`src/hw/rtl/cgc_pkg.sv`:
```
package cgc_pkg;

	localparam int COORD_BITS_DEF = 16;
	localparam int FIELD_BITS     = 16;
	localparam int IDX_BITS       = 3;

	typedef enum logic [IDX_BITS-1:0] {
		REG_IMAGE_W  = 3'd0,
		REG_IMAGE_H  = 3'd1,
		REG_TILE_W   = 3'd2,
		REG_TILE_H   = 3'd3,
		REG_DECOMP   = 3'd4,
		REG_BEXP_W   = 3'd5,
		REG_BEXP_H   = 3'd6,
		REG_UNUSED   = 3'd7
	} reg_idx_t;

	typedef enum logic [1:0] {
		ORI_LL = 2'd0,
		ORI_HL = 2'd1,
		ORI_LH = 2'd2,
		ORI_HH = 2'd3
	} orient_t;

	typedef struct packed {
		logic [15:0] image_w;
		logic [15:0] image_h;
		logic [15:0] tile_w_set;
		logic [15:0] tile_h_set;
		logic [3:0]  decomp;
		logic [2:0]  bexp_w;
		logic [2:0]  bexp_h;
	} cfg_t;

	typedef struct packed {
		logic [15:0] tile_index;
		logic [3:0]  res_level;
		logic [1:0]  band_index;
		logic [19:0] block_index;
	} query_t;

	typedef struct packed {
		logic        ok;
		orient_t     orient;
		logic [15:0] band_x0;
		logic [15:0] band_y0;
		logic [15:0] band_w;
		logic [15:0] band_h;
		logic [14:0] nbx;
		logic [14:0] nby;
	} band_t;

	function automatic logic [15:0] nominal_size(input logic [15:0] setting,
		input logic [15:0] full);
		if (setting == 16'd0 || setting > full)
			return full;
		return setting;
	endfunction

	function automatic logic [2:0] clamp_exp(input logic [2:0] e);
		if (e < 3'd2)
			return 3'd2;
		if (e > 3'd6)
			return 3'd6;
		return e;
	endfunction

endpackage

```
`src/hw/rtl/cgc_div_pipe.sv`:
```
module cgc_div_pipe import cgc_pkg::*; #(
	parameter int NB = 16,
	parameter int DB = 16,
	parameter int PW = 8
) (
	input  logic          clk,
	input  logic          arst_n,
	input  logic          en,
	input  logic          in_vld,
	input  logic [NB-1:0] in_dvd,
	input  logic [DB-1:0] in_dsr,
	input  logic [PW-1:0] in_pay,
	output logic          out_vld,
	output logic [NB-1:0] out_quo,
	output logic [DB-1:0] out_rem,
	output logic [PW-1:0] out_pay
);

	logic          vld_s [NB+1];
	logic [NB-1:0] dvd_s [NB+1];
	logic [NB-1:0] quo_s [NB+1];
	logic [DB-1:0] rem_s [NB+1];
	logic [DB-1:0] dsr_s [NB+1];
	logic [PW-1:0] pay_s [NB+1];

	assign vld_s[0] = in_vld;
	assign dvd_s[0] = in_dvd;
	assign quo_s[0] = '0;
	assign rem_s[0] = '0;
	assign dsr_s[0] = in_dsr;
	assign pay_s[0] = in_pay;

	for (genvar k = 0; k < NB; k++) begin : g_stage
		logic [DB:0] trial;
		logic [DB:0] diff;
		logic        ge;

		// one quotient bit per stage, MSB first
		assign trial = {rem_s[k], dvd_s[k][NB-1]};
		assign diff  = trial - {1'b0, dsr_s[k]};
		assign ge    = !diff[DB];

		always_ff @(posedge clk or negedge arst_n) begin
			if (!arst_n)
				vld_s[k+1] <= 1'b0;
			else if (en)
				vld_s[k+1] <= vld_s[k];
		end

		always_ff @(posedge clk) begin
			if (en) begin
				dvd_s[k+1] <= dvd_s[k] << 1;
				quo_s[k+1] <= {quo_s[k][NB-2:0], ge};
				rem_s[k+1] <= ge ? diff[DB-1:0] : trial[DB-1:0];
				dsr_s[k+1] <= dsr_s[k];
				pay_s[k+1] <= pay_s[k];
			end
		end
	end

	assign out_vld = vld_s[NB];
	assign out_quo = quo_s[NB];
	assign out_rem = rem_s[NB];
	assign out_pay = pay_s[NB];

endmodule

```
`config.mk`:
```
export PLATFORM = sky130hd
export DESIGN_NAME = cgc_div_pipe
export DESIGN_NICKNAME = d
export VERILOG_FILES = /design/src/hw/rtl/cgc_pkg.sv /design/src/hw/rtl/cgc_div_pipe.sv
export SDC_FILE = /design/constraint.sdc
export NUM_CORES = 1
export LEC_CHECK = 0
export ABC_AREA = 1
export BUFFER_PORTS_ARGS = -buffer_cell sky130_fd_sc_hd__buf_2
export CAP_MARGIN = 30
export CORE_MARGIN = 3
export CORE_UTILIZATION = 45
export CTS_BUF_LIST = sky130_fd_sc_hd__clkbuf_4 sky130_fd_sc_hd__clkbuf_8 sky130_fd_sc_hd__clkbuf_16
export CTS_CLUSTER_SIZE = 8
export DETAILED_ROUTE_END_ITERATION = 16
export GPL_ROUTABILITY_DRIVEN = 0
export PLACE_DENSITY = 0.62
export SLEW_MARGIN = 10
export SYNTH_ARGS = -nofsm -noshare
export SYNTH_HDL_FRONTEND = slang
export SYNTH_SLANG_ARGS = --single-unit
```
`constraint.sdc`:
```
create_clock -name clk -period 3.6 [get_ports clk]
set_clock_uncertainty 0.2 [all_clocks]
set_input_delay 0.36 -clock clk [delete_from_list [all_inputs] [get_ports clk]]
set_output_delay 0.36 -clock clk [all_outputs]
set_load 0.05 [all_outputs]
```
# Yosys cells after proc, flatten, opt, wreduce, memory -nomap -nowiden
# Cells that the tools add are included.
# Widths: inputs -> output; s select.
[word_totals]
word_cells = 143
out_inout_bits = 41
register_bits = 896
input_bits = 44
[op_classes]
n_addsub = 16
reduce_logical = 16
n_mux = 16
[ops]
columns = ["operator", "n"]
rows = [
  ["$sub 17x16->17", 15],
  ["$mux 16", 15],
  ["$sub 1x16->17", 1],
  ["$logic_not 1->1", 16],
  ["$mux 1", 1],
]

# Depth between registers and ports, before layout
[depth]
ltp_word = 2
ltp_mapped = 15
depth_no_buf = 14

# Worst setup path after synthesis
# OpenSTA, ideal clock, no wires.
[synth_timing]
path_kind = "register to register"
startpoint = "register dvd_s[31] (netlist bit)"
endpoint = "register rem_s (netlist bit out_rem[6]), data pin"
period_less_slack_ps = 2304
path_buffers = 1
arrival_time_ps = 1852
t_required_ps = 3148
path_slack_ps = 1296
path_stages_with_launch = 15
cell_sequence = "edfxtp_1 inv_1 ha_1 fa_1 inv_1 nand2_1 nand2_1 nand3_1 nand2_2 nand2_4 nand2_4 nand2_4 buf_4 nand3_1 nand2_2"
[synth_between]
elab_chain_cells = 2
[synth_rtl]
columns = ["item", "line_no", "rtl"]
rows = [
  ["start, declared", "cgc_div_pipe.sv:20", "logic [NB-1:0] dvd_s [NB+1];"],
  ["start signal, assigned by index", "cgc_div_pipe.sv:52", "dvd_s[k+1] <= dvd_s[k] << 1;"],
  ["$sub 17x16->17", "cgc_div_pipe.sv:40", "assign diff = trial - {1'b0, dsr_s[k]};"],
  ["$mux 16", "cgc_div_pipe.sv:54", "rem_s[k+1] <= ge ? diff[DB-1:0] : trial[DB-1:0];"],
  ["end signal, assigned by index", "cgc_div_pipe.sv:54", ""],
  ["end, declared", "cgc_div_pipe.sv:22", "logic [DB-1:0] rem_s [NB+1];"],
]
# No other way between the ends.
# A chain may end at the register's enable or synchronous reset.

# Worst setup path after layout
[layout_timing]
startpoint = "register dsr_s[176] (netlist bit)"
endpoint = "register rem_s (netlist bit g_stage[6].trial[16]), data pin"
[layout_between]
elab_chain_cells = 2
[layout_rtl]
columns = ["item", "line_no", "rtl"]
rows = [
  ["start, declared", "cgc_div_pipe.sv:23", "logic [DB-1:0] dsr_s [NB+1];"],
  ["start signal, assigned by index", "cgc_div_pipe.sv:55", "dsr_s[k+1] <= dsr_s[k];"],
  ["$sub 17x16->17", "cgc_div_pipe.sv:40", ""],
  ["$mux 16", "cgc_div_pipe.sv:54", ""],
]
# No other way between the ends.

==> flow_summary.yaml <==
status:
  run_status: "finished clean"
synthesis:
  ys_warn_count: 0
  synth.area.top_cells: "edfxtp_1 (54%), nand2_1 (13%), inv_1 (7.6%)"
  synth_cell_types: 38
  synth_edf_count: 880
  ys_seq_area_frac: 0.5491
  avgSynthCellArea_sq_um: 9.337
  synth_common_cells: "nand2_1 (1754), inv_1 (993), edfxtp_1 (880), nand3_1 (439), ha_1 (242)"
  ys_async_sr_fraction: 0.01786
  ys_ff_latch: 896
  yosys.area.top_type: "edfxtp_1"
  synth_top_cell_area_share: 0.5409
  synth_area_sq_mm: 0.04885
  synthCells: 5232
  synth_flop_cell: "edfxtp_1"
  synth.most_common_cell: "nand2_1"
sta:
  hold_viol_final: 0
  setup_viol: 0
  tns_ps: 0
  fmax_ghz: 0.3509
  rsz0062_at_grt: "no"
  timing.final.crit_share: 0.7916
  drv_slew: 0
  max_slew_margin: 0.5145
  tightest_slew_ps: 725.8
  fin_crit_ps: 2850
die:
  io_pins: 85
  fp.dieH_um: 335.5
  die_area_sq_mm: 0.1125
  start_util: 0.4550
  fp-row-count: 120
  die_w_um: 335.5
  coreArea_sq_mm: 0.1074
setup_path:
  critPathLaunch: "dsr_s[176]"
  regToRegStartpoint: "dsr_s[176]"
  cp.required_ps: 3880
  timing.critical_path.from_type: "flop"
  path_max_fanout: 17
  crit_arrival_ps: 3130
  r2r_cells: 12
  endpoint_kind: "flop"
  criticalPathCategory: "reg -> reg"
worst_hold_path:
  hold_path_depth: 2
  holdCritPathClass: "in -> reg"
  min_from: "in_dvd[10]"
layout:
  drive_gt1_frac: 0.09761
  n_antenna_cell: 0
  area.growth.synth_to_final_pct: 12.44
  nets: 5751
  fillers: 9715
  stdcell_count: 6884
clock_tree:
  clock-sinks: 896
  numCtsBuffers: 131
  clockBufferDepth: 3
  post_cts_buffers: 0
  clock_latency_ps: 730
  cts_tree: "yes"
  clkSlewWorstSetupHoldPaths_ps: 50
  htree_levels: 4
  cts_root_buf: "clkbuf_16"
global_route:
  grt_max_degree: 100
  grt_overflow: 0
  antenna_found_initial: 0
  grtUsageMet1: 0.2413
  met2_usage: 0.3070
  grt_use_total: 0.1823
  grt_pass1_vias: 31810
  grt_first_pass_wirelength_mm: 164.3
  grt.busiest_layer: "met2"
  met3_usage: 0.02828
routing:
  dr.pass1.iters: 9
  antenna_left: 0
  wire_per_inst_um: 14.74
  dr_total_vias: 33260
  drt_iter0_drc: 2169
  avgViaCountPerCell: 4.831
  drc: 0
  postRouteWirelength_mm: 101.5
placed_design:
  placed_cells: 6675
  hpwl_mm: 75.42
  port_buffers: 84
pwr:
  power_density_mw_per_mm2: 824.2
  p_leak_nw: 26.76
  peakVddDrop_uv: 478.4
  finalPower_w: 0.04527
job:
  drv_cap: 0
[power by group]
| group | switching, W | internal (W) | total, W |
|---|---|---|---|
| logic | 0.0121 | 0.00628 | 0.0184 |
| registers | 0.00134 | 0.0144 | 0.0157 |
| clock network | 0.00449 | 0.00671 | 0.0112 |
[final cells by class]
class | count | area (sq um) | area share
Sequential cell | 896 | 26830 | 0.4884
Multi-Input combinational cell | 3272 | 17650 | 0.3213
Inverter | 997 | 3742 | 0.06814
Clock buffer | 147 | 3398 | 0.06187
Tap cell | 1403 | 1755 | 0.03196
Timing Repair Buffer | 152 | 1204 | 0.02191
Clock inverter | 17 | 351.6 | 0.006401
[worst max-delay path, stage by stage, from the launching register on]
cell	delay [ps]
edfxtp_1	510
ha_1	280
fa_1	420
inv_1	130
nand2_1	60
nand2_1	90
nand3_2	80
nand2_2	140
nand2_4	80
nand3_4	210
nand2_8	170
nand2_1	140
nand2_1	70
[final timing paths]
check	slack, ps	to
max in group asynchronous	2130	vld_s[15]
max	750	g_stage[6].trial[16]
min in group asynchronous	610	vld_s[8]
min	140	dvd_s[251]
max reg2reg	750	g_stage[6].trial[16]
min reg2reg	200	pay_s[53]
[repair_timing]
action,CTS,global route
resized for setup,0,0
endpoints found under the hold margin,93,0
hold buffers,45,0
[logic make-up after synthesis]
| family | share of synthesized area |
|---|---|
| compound gates | 0.01626 |
| xor+xnor | 0.01883 |
| fa+ha+maj | 0.06813 |
| buf+inv | 0.09005 |
| flops | 0.5491 |
| other cells | 0.00007676 |
| simple gates | 0.2575 |
[cells in the final DEF (no fill, tap or decap), types with 4 or more instances in the layout]
master	synthesis	routed
nand2_2	148	148
nor3_1	9	9
nand3_1	439	439
a21oi_2	8	8
a21oi_1	113	113
nand3_4	15	15
dfrtp_1	16	16
buf_12	9	12
nand3b_1	30	30
o21ai_0	9	9
clkbuf_4	0	16
or2_1	15	15
nand2_4	40	40
inv_2	4	4
ha_1	242	242
nand4_1	39	39
dlygate4sd3_1	0	45
nand2_8	10	10
or2_2	6	6
conb_1	1	7
inv_1	993	993
and2_1	39	39
nand3_2	6	6
nor2_1	192	192
xnor2_1	36	36
nand2_1	1754	1754
buf_2	6	83
clkbuf_16	0	131
nor3_4	13	13
nor2_2	6	6
clkinv_16	0	8
fa_1	15	15
buf_4	47	11
xor2_1	69	69
a21oi_4	7	7
edfxtp_1	880	880
[per-stage QoR]
stage | util | area, sq um | hold WS [ps] | worst slack [ps]
6_report | 0.5116 | 54930 | 139.6 | 750.4
5_1_grt | 0.5116 | 54930 | 103.5 | 681.4
4_1_cts | 0.5116 | 54930 | 76.57 | 772.4
3_5_place_dp | 0.4725 | 50720 | 101.8 | 796.1
3_3_place_gp | 0.4725 | 50720 | 98.92 | 823.5
2_1_floorplan | - | 48870 | -135.6 | 1296
[sequential cells by signal, indices dropped and copies added (netlist names)]
signal and count:
out_vld 1, out_rem 16, quo_s 120, dvd_s 120, out_pay 8, pay_s 120
vld_s 15, dsr_s 240, g_stage.trial 240, out_quo 16
[metal layers]
| metal | part of all wire | up-vias | routed length, um |
|---|---|---|---|
| li1 | - | 17130 | - |
| met1 | 0.46 | 15250 | 46310 |
| met2 | 0.48 | 688 | 48350 |
| met3 | 0.041 | 184 | 4210 |
| met4 | 0.026 | 0 | 2604 |
| met5 | 0 | - | 0 |
(Power assumes the default switching activity.)
