==> config.mk <==
export PLATFORM = sky130hd
export DESIGN_NAME = cgc_band_calc
export DESIGN_NICKNAME = d
export VERILOG_FILES = /design/src/hw/rtl/cgc_pkg.sv /design/src/hw/rtl/cgc_band_calc.sv
export SDC_FILE = /design/constraint.sdc
export NUM_CORES = 2
export LEC_CHECK = 0
export BUFFER_PORTS_ARGS = -buffer_cell sky130_fd_sc_hd__buf_2
export CAP_MARGIN = 10
export CORE_ASPECT_RATIO = 1.25
export CORE_MARGIN = 8
export CORE_UTILIZATION = 50
export DETAILED_ROUTE_END_ITERATION = 12
export PLACE_DENSITY_LB_ADDON = 0.25
export SYNTH_ARGS = -nofsm -noshare
export SYNTH_HDL_FRONTEND = slang
export SYNTH_SLANG_ARGS = --single-unit
==> constraint.sdc <==
create_clock -name clk -period 6.4 [get_ports clk]
set_input_delay 0.32 -clock clk [delete_from_list [all_inputs] [get_ports clk]]
set_output_delay 0.32 -clock clk [all_outputs]
set_load 0.02 [all_outputs]
==> src/hw/rtl/cgc_pkg.sv <==
package cgc_pkg;

	localparam int COORD_BITS_DEF = 16;
	localparam int FIELD_BITS     = 16;
	localparam int IDX_BITS       = 3;

	typedef enum logic [IDX_BITS-1:0] {
		REG_IMAGE_W  = 3'd0,
		REG_IMAGE_H  = 3'd1,
		REG_TILE_W   = 3'd2,
		REG_TILE_H   = 3'd3,
		REG_DECOMP   = 3'd4,
		REG_BEXP_W   = 3'd5,
		REG_BEXP_H   = 3'd6,
		REG_UNUSED   = 3'd7
	} reg_idx_t;

	typedef enum logic [1:0] {
		ORI_LL = 2'd0,
		ORI_HL = 2'd1,
		ORI_LH = 2'd2,
		ORI_HH = 2'd3
	} orient_t;

	typedef struct packed {
		logic [15:0] image_w;
		logic [15:0] image_h;
		logic [15:0] tile_w_set;
		logic [15:0] tile_h_set;
		logic [3:0]  decomp;
		logic [2:0]  bexp_w;
		logic [2:0]  bexp_h;
	} cfg_t;

	typedef struct packed {
		logic [15:0] tile_index;
		logic [3:0]  res_level;
		logic [1:0]  band_index;
		logic [19:0] block_index;
	} query_t;

	typedef struct packed {
		logic        ok;
		orient_t     orient;
		logic [15:0] band_x0;
		logic [15:0] band_y0;
		logic [15:0] band_w;
		logic [15:0] band_h;
		logic [14:0] nbx;
		logic [14:0] nby;
	} band_t;

	function automatic logic [15:0] nominal_size(input logic [15:0] setting,
		input logic [15:0] full);
		if (setting == 16'd0 || setting > full)
			return full;
		return setting;
	endfunction

	function automatic logic [2:0] clamp_exp(input logic [2:0] e);
		if (e < 3'd2)
			return 3'd2;
		if (e > 3'd6)
			return 3'd6;
		return e;
	endfunction

endpackage

==> src/hw/rtl/cgc_band_calc.sv <==
module cgc_band_calc import cgc_pkg::*; (
	input  logic        clk,
	input  logic        arst_n,
	input  logic        en,
	input  cfg_t        cfg,
	input  logic        in_vld,
	input  logic [15:0] tile_q,
	input  logic [16:0] tile_p,
	input  query_t      in_qry,
	output logic        out_vld,
	output band_t       out_band,
	output logic [19:0] out_bi
);

	logic [15:0] tw, th;
	logic [2:0]  ew, eh;

	assign tw = nominal_size(cfg.tile_w_set, cfg.image_w);
	assign th = nominal_size(cfg.tile_h_set, cfg.image_h);
	assign ew = clamp_exp(cfg.bexp_w);
	assign eh = clamp_exp(cfg.bexp_h);

	// stage 1: tile origin
	logic        vld_s1;
	logic [31:0] tx0_s1, ty0_s1;
	query_t      qry_s1;

	always_ff @(posedge clk or negedge arst_n) begin
		if (!arst_n)
			vld_s1 <= 1'b0;
		else if (en)
			vld_s1 <= in_vld;
	end

	always_ff @(posedge clk) begin
		if (en) begin
			tx0_s1 <= tile_p[15:0] * tw;
			ty0_s1 <= tile_q * th;
			qry_s1 <= in_qry;
		end
	end

	// stage 2: tile end, range checks, depth
	logic        vld_s2, ok_s2;
	logic [15:0] tx0_s2, tx1_s2, ty0_s2, ty1_s2;
	logic [3:0]  d_s2;
	orient_t     ori_s2;
	logic [19:0] bi_s2;

	logic [32:0] tx1_full, ty1_full;
	logic        tile_ok, lvl_ok;
	logic [3:0]  r;
	logic [1:0]  b;

	always_comb begin
		r = qry_s1.res_level;
		b = qry_s1.band_index;
		tx1_full = {1'b0, tx0_s1} + 33'(tw);
		ty1_full = {1'b0, ty0_s1} + 33'(th);
		if (tx1_full > 33'(cfg.image_w))
			tx1_full = 33'(cfg.image_w);
		if (ty1_full > 33'(cfg.image_h))
			ty1_full = 33'(cfg.image_h);
		tile_ok = (cfg.image_w != 16'd0) && (cfg.image_h != 16'd0)
			&& (ty0_s1 < 32'(cfg.image_h));
		lvl_ok = (r <= cfg.decomp) && ((r == 4'd0) ? (b == 2'd0) : (b != 2'd3));
	end

	always_ff @(posedge clk or negedge arst_n) begin
		if (!arst_n)
			vld_s2 <= 1'b0;
		else if (en)
			vld_s2 <= vld_s1;
	end

	always_ff @(posedge clk) begin
		if (en) begin
			ok_s2  <= tile_ok && lvl_ok;
			tx0_s2 <= tx0_s1[15:0];
			ty0_s2 <= ty0_s1[15:0];
			tx1_s2 <= tx1_full[15:0];
			ty1_s2 <= ty1_full[15:0];
			d_s2   <= (r == 4'd0) ? cfg.decomp : 4'(cfg.decomp - r + 4'd1);
			ori_s2 <= (r == 4'd0) ? ORI_LL : orient_t'(b + 2'd1);
			bi_s2  <= qry_s1.block_index;
		end
	end

	// stage 3: band edges and LL size
	logic        vld_s3, ok_s3;
	logic [15:0] sx0_s3, sx1_s3, sy0_s3, sy1_s3, llw_s3, llh_s3;
	orient_t     ori_s3;
	logic [19:0] bi_s3;

	logic [16:0] rnd, half, xsub, ysub;
	logic [16:0] ex0, ex1, ey0, ey1, elw, elh;

	always_comb begin
		rnd  = (17'd1 << d_s2) - 17'd1;
		half = (d_s2 == 4'd0) ? 17'd0 : (17'd1 << (d_s2 - 4'd1));
		xsub = ori_s2[0] ? half : 17'd0;
		ysub = ori_s2[1] ? half : 17'd0;
		ex0  = (17'(tx0_s2) + rnd - xsub) >> d_s2;
		ex1  = (17'(tx1_s2) + rnd - xsub) >> d_s2;
		ey0  = (17'(ty0_s2) + rnd - ysub) >> d_s2;
		ey1  = (17'(ty1_s2) + rnd - ysub) >> d_s2;
		elw  = (17'(tx1_s2 - tx0_s2) + rnd) >> d_s2;
		elh  = (17'(ty1_s2 - ty0_s2) + rnd) >> d_s2;
	end

	always_ff @(posedge clk or negedge arst_n) begin
		if (!arst_n)
			vld_s3 <= 1'b0;
		else if (en)
			vld_s3 <= vld_s2;
	end

	always_ff @(posedge clk) begin
		if (en) begin
			ok_s3  <= ok_s2;
			sx0_s3 <= ex0[15:0];
			sx1_s3 <= ex1[15:0];
			sy0_s3 <= ey0[15:0];
			sy1_s3 <= ey1[15:0];
			llw_s3 <= elw[15:0];
			llh_s3 <= elh[15:0];
			ori_s3 <= ori_s2;
			bi_s3  <= bi_s2;
		end
	end

	// stage 4: band size, packed origin, block grid
	logic        vld_s4;
	band_t       band_s4;
	logic [19:0] bi_s4;

	logic [15:0] bw, bh;
	logic [16:0] nbx_full, nby_full;

	always_comb begin
		bw = sx1_s3 - sx0_s3;
		bh = sy1_s3 - sy0_s3;
		nbx_full = (17'(bw) + ((17'd1 << ew) - 17'd1)) >> ew;
		nby_full = (17'(bh) + ((17'd1 << eh) - 17'd1)) >> eh;
	end

	always_ff @(posedge clk or negedge arst_n) begin
		if (!arst_n)
			vld_s4 <= 1'b0;
		else if (en)
			vld_s4 <= vld_s3;
	end

	always_ff @(posedge clk) begin
		if (en) begin
			band_s4.ok      <= ok_s3;
			band_s4.orient  <= ori_s3;
			band_s4.band_x0 <= sx0_s3 + (ori_s3[0] ? llw_s3 : 16'd0);
			band_s4.band_y0 <= sy0_s3 + (ori_s3[1] ? llh_s3 : 16'd0);
			band_s4.band_w  <= bw;
			band_s4.band_h  <= bh;
			band_s4.nbx     <= nbx_full[14:0];
			band_s4.nby     <= nby_full[14:0];
			bi_s4           <= bi_s3;
		end
	end

	assign out_vld  = vld_s4;
	assign out_band = band_s4;
	assign out_bi   = bi_s4;

endmodule

Word level (Yosys, flattened, before mapping)
Cells that the tools add are included.
Storage, ports and cells
  register bits after elaboration: 421
  bits in latches: 0
  bits in writable memories: 0
  bits in read-only memories: 0
  bits of input ports: 153
  output and inout port bits: 118
  memories: 0
Cells by class
  $add $sub $neg: 27
  multipliers: 2
  div/mod/pow operators: 0
  magnitude comparators: 10
  equal/unequal tests: 1
  shift operators: 12
  muxes and demuxes: 29
  bitwise logic cells: 0
  reductions and logical operators: 13
Operators by type and width (count)
  $mux 16: 8
  $add 16x17->17: 6
  $shr 17x4->16: 6
  $sub 17x17->17: 4
  $add 32x16->33: 2
  $gt 33x16->1: 2
  $mul 16x16->32: 2
  $mux 17: 3
  $sub 17x1->17 const B: 3
  $add 17x17->17: 2
  $shl 1x3->17 const A: 2
  $shl 1x4->17 const A: 2
  $shr 17x3->15: 2
  $sub 16x16->17: 2
  $add 16x16->16: 2
  $gt 16x16->1: 2
  $logic_not 16->1: 2
  $lt 32x16->1: 1
  $reduce_bool 16->1: 2
  $sub 16x16->16: 2
  $mux 3: 8
  $mux 1: 9
  $logic_not 4->1: 2
  $gt 3x3->1 const B: 2
  11 further kinds: 16

Logic depth before layout (Yosys ltp)
  word-level depth: 9
  depth in mapped cells: 37

Least setup slack after synthesis
No wires, ideal clock.
  kind: input to register
  from: input port cfg[59] (netlist bit)
  to: register tx0_s1[31], data pin
  setup time: 0.259 ns
  data arrival time: 8.159 ns
  required time: 6.141 ns
  slack: -2.018 ns
  cell stages on the path: 34
  path through: inv_1 -> ha_1 -> nor2b_1 -> o21a_1 -> o21a_1 -> o21a_1 -> o21a_1 -> o21ai_0 -> a21oi_1 -> clkbuf_1 -> mux2_2 -> nand2_1 -> clkbuf_1 -> nand2_1 -> fa_1 -> fa_1 -> fa_1 -> inv_1 -> fa_1 -> fa_1 -> inv_1 -> fa_1 -> inv_1 -> ha_1 -> a21o_1 -> a21o_1 -> a21o_1 -> a31o_2 -> and2_1 -> a31oi_1 -> a311oi_1 -> a2111oi_0 -> a21oi_1 -> xnor2_1
On the way
  longest elaborated chain between the ends: 5
RTL lines
  start: declaration: RTL line cgc_band_calc.sv:5  | input cfg_t cfg,
  $gt 16x16->1: RTL line cgc_pkg.sv:55  | if (setting == 16'd0 || setting > full)
  $logic_or 1x1->1: RTL line cgc_pkg.sv:55
  $mux 1: RTL line cgc_pkg.sv:55
  $mux 16 *: RTL line cgc_pkg.sv:57  | return setting;
  $mul 16x16->32 *: RTL line cgc_band_calc.sv:37  | tx0_s1 <= tile_p[15:0] * tw;
  end signal: assignment: RTL line cgc_band_calc.sv:37
  end: declaration: RTL line cgc_band_calc.sv:25  | logic [31:0] tx0_s1, ty0_s1;
Every way passes the cells marked *; elsewhere a longest branch is shown, timed or not. The select of a mux whose other input is x is not followed.
A chain may end at the register's enable or synchronous reset.

Final worst setup path
  from: input port cfg[59] (netlist bit)
  to: register tx0_s1[30], data pin
The elaborated chain is that of the path after synthesis.

==> results.md <==
- Die height: 380 um
- First-pass GRT wire length: 241000 um
- DP HPWL: about 120000 um
- Core Box Area: 105000 um^2
- Tmin final: between 7 and 8 ns
- # Max-Cap Violations: 0
- DR iter-0 viols: 2813
- Failing checks: negative setup slack
- Fmax: roughly 130 MHz
- Fillers: around 9000
- RSZ-0062 raised after global routing: yes
- First drt pass iteration count: 8
- Mapped Avg Cell Area: between 9 and 10 um^2
- Most common cell after layout, fill and taps aside: inv_1
- CTS tree: done
- Vias in the first global route: 45700
- Share of cells above drive strength 1: a little over a fifth
- Type of the tightest min-delay check: input pin to flop
- Crit path max fanout: 10
- Crit end category: flop
- Max-slew violations: 0
- Ys Warns: 0
- Slowest stage delay, CP: 0.56 ns
- Pin count of the biggest net entering global routing: 155
- Sequential Area: 12600 um^2
- Worst Path Buf+Inv: 8
- Met3 routed WL: between 8000 and 9000 um
- Final WL: ~150000 um
- Distinct cell type count after synthesis: 94
- Clk_skew: 0.0192 ns
- Placed cells: a little under 8000
- Routed Antenna Nets: 0
- CP top delay family: adder cells
- Remaining global-route overflow: 0
- Final setup fails: 72
- Rows: 133
- Worst-Margin Slew: 1.20 ns
- Fin. Hold Viols: 0
- Status: complete, but fails checks
- Via count: 44600
- Setup WS post-layout: -1.23 ns
- Highest metal used: met4
- Vias per Instance: 5.62
- DRC viols: 0
- Synth Register Bits: between 400 and 500
- Starting Density: 50.4%
- Post-synth EDFFs: 417
- Main synth FF type: edfxtp_1
- Hold_ws: 0.0348 ns
- Clock Latency Late Sink: 0.60 ns
- Layout net count: approximately 7700
- I/O pins: 271
- Post-layout instance count excluding filler cells: between 7000 and 8000
- Critical path startpoint category: input pin
- Die ar.: between 100000 and 150000 um^2
- Seq/Total Area, Yosys: 23.8%
- Gr usage total: 25.3%
- Area growth syn-to-layout: 21.2%
- Most frequent cells in the layout: 732 x inv_1, 560 x nand2_1, 552 x buf_4
- Slew HR: 19.8%
- CP max-delay cell: fa_1
- WL met1: 61100 um
- Initial antenna violation count: 4
- Synth Cell Area: approximately 53000 um^2
- Die width: 307 um
- TritonCTS Buffers: between 40 and 50
- Post-Syn Instances: 5713
- Drt wl/cell: 19.1 um
- Clock-pin slew on the worst setup and hold paths: 0.06 ns
- Critical path class: input pin to flop
- Critical Path AT: roughly 8.0 ns
- CTS Sinks: 421
- Routability Congestion: 0.979
- H-Tree Depth: 2
- CP most frequent cell: fa_1
- CTS root buf: clkbuf_16
- Met2 wire length: ~73000 um
- Buffers on Ports: 253
- Ys async rst share: less than 1%
- Longest Clk Path Bufs: 3
- WP data required: ~6.7 ns
- Multi-input gate area: 38500 um^2
- Tcrit/Tclk final: 119%
[area by class of cell]
class	count	share of cell area [%]
diodes	4	0.0156
clock buffers	47	1.73
clock inverters	31	0.454
inverters	770	4.54
multi-input cells	4320	59.9
flip-flops and latches	421	19.6
well taps	1417	2.76
repair buffers	926	11.0
[synthesized netlist by cell type, types with 30 or more instances]
| cell type | number | share of area, % |
|---|---|---|
| a211oi_1 | 65 | 0.92 |
| a21o_1 | 89 | 1.3 |
| a21oi_1 | 309 | 2.9 |
| a22oi_1 | 30 | 0.42 |
| a31oi_1 | 33 | 0.39 |
| and2_1 | 296 | 3.5 |
| and3_1 | 51 | 0.60 |
| clkbuf_1 | 175 | 1.2 |
| edfxtp_1 | 417 | 24 |
| fa_1 | 493 | 19 |
| ha_1 | 538 | 13 |
| inv_1 | 768 | 5.4 |
| mux2_2 | 60 | 1.3 |
| mux2i_1 | 109 | 2.1 |
| nand2_1 | 584 | 4.1 |
| nand2b_1 | 46 | 0.54 |
| nand3_1 | 101 | 0.95 |
| nand4_1 | 56 | 0.66 |
| nor2_1 | 331 | 2.3 |
| nor2b_1 | 53 | 0.63 |
| nor3_1 | 72 | 0.68 |
| nor4_1 | 34 | 0.40 |
| o211ai_1 | 36 | 0.51 |
| o21a_1 | 70 | 0.99 |
| o21ai_0 | 204 | 1.9 |
| o22ai_1 | 33 | 0.39 |
| xnor2_1 | 165 | 2.7 |
| xor2_1 | 79 | 1.3 |
[routing by layer]
layer | global-route usage [%] | vias to the layer above
met5 | 0 | -
li1 | - | 21200
met1 | 31.1 | 21600
met3 | 3.36 | 381
met2 | 44.3 | 1454
met4 | 11.2 | 0
[kinds of logic (layout without fill, tap and decap cells)]
| logic type | Yosys count | in the layout | share of synthesized area (%) |
|---|---|---|---|
| AND/OR/NAND/NOR | 1713 | 1713 | 15.7 |
| other | 1 | 10 | 0.00707 |
| adder cells (fa/ha/maj) | 1031 | 1031 | 31.3 |
| buffers and inverters | 981 | 1774 | 7.00 |
| flip-flops | 421 | 421 | 23.8 |
| AO/OA/AOI/OAI | 1131 | 1135 | 14.1 |
| multiplexers | 191 | 191 | 4.01 |
| XOR/XNOR | 244 | 244 | 4.03 |
[registers in the layout, indices dropped and copies added (netlist names), 2 cells and up]
name / flops
b: 2
bi_s2: 20
ty0_s1: 32
llw_s3: 16
tx0_s2: 16
ori_s2: 2
d_s2: 4
sy0_s3: 16
r: 4
sx0_s3: 16
sy1_s3: 16
ori_s3: 2
out_bi: 20
ty1_s2: 16
tx1_s2: 16
bi_s3: 20
tx0_s1: 32
ty0_s2: 16
llh_s3: 16
sx1_s3: 16
out_band: 97
qry_s1: 20
[worst min-delay path: stages]
cell and delay [ns]:
buf_2 0.11, nand2_1 0.05, nand2_1 0.05
[worst paths after layout]
check	startpoint	depth (start not counted)	slack (ns)	to
max in group asynchronous	arst_n	2	6.21	vld_s1$_DFFE_PN0P_
max reg2reg	d_s2[2]$_DFFE_PP_	16	0.35	llw_s3[2]$_DFFE_PP_
max	cfg[59]	35	-1.23	tx0_s1[30]$_DFFE_PP_
min	cfg[6]	3	0.03	d_s2[0]$_DFFE_PP_
min in group asynchronous	arst_n	2	0.06	vld_s3$_DFFE_PN0P_
min reg2reg	bi_s3[8]$_DFFE_PP_	0	0.40	out_bi[8]$_DFFE_PP_
[what timing repair did]
item,CTS,global route
setup endpoints to repair,76,103
setup buffers,49,30
pin swaps,100,122
hold buffers,27,1
endpoints found under the hold margin,30,1
cloned,8,1
resized for setup,229,159
[per-stage QoR]
stage	area (um^2)	setup TNS, ns	util [%]	setup WS, ns
2_1_floorplan	53600	-35.35	-	-1.41
3_3_place_gp	60200	-88.22	57.2	-1.95
3_5_place_dp	60200	-91.75	57.2	-2.02
4_1_cts	63400	-22.41	60.2	-1.13
5_1_grt	64300	-43.99	61.1	-1.46
6_report	64300	-29.58	61.1	-1.23
Power is not shown: default switching activity piles up to over one toggle a cycle in this logic, so the estimate is an artifact.
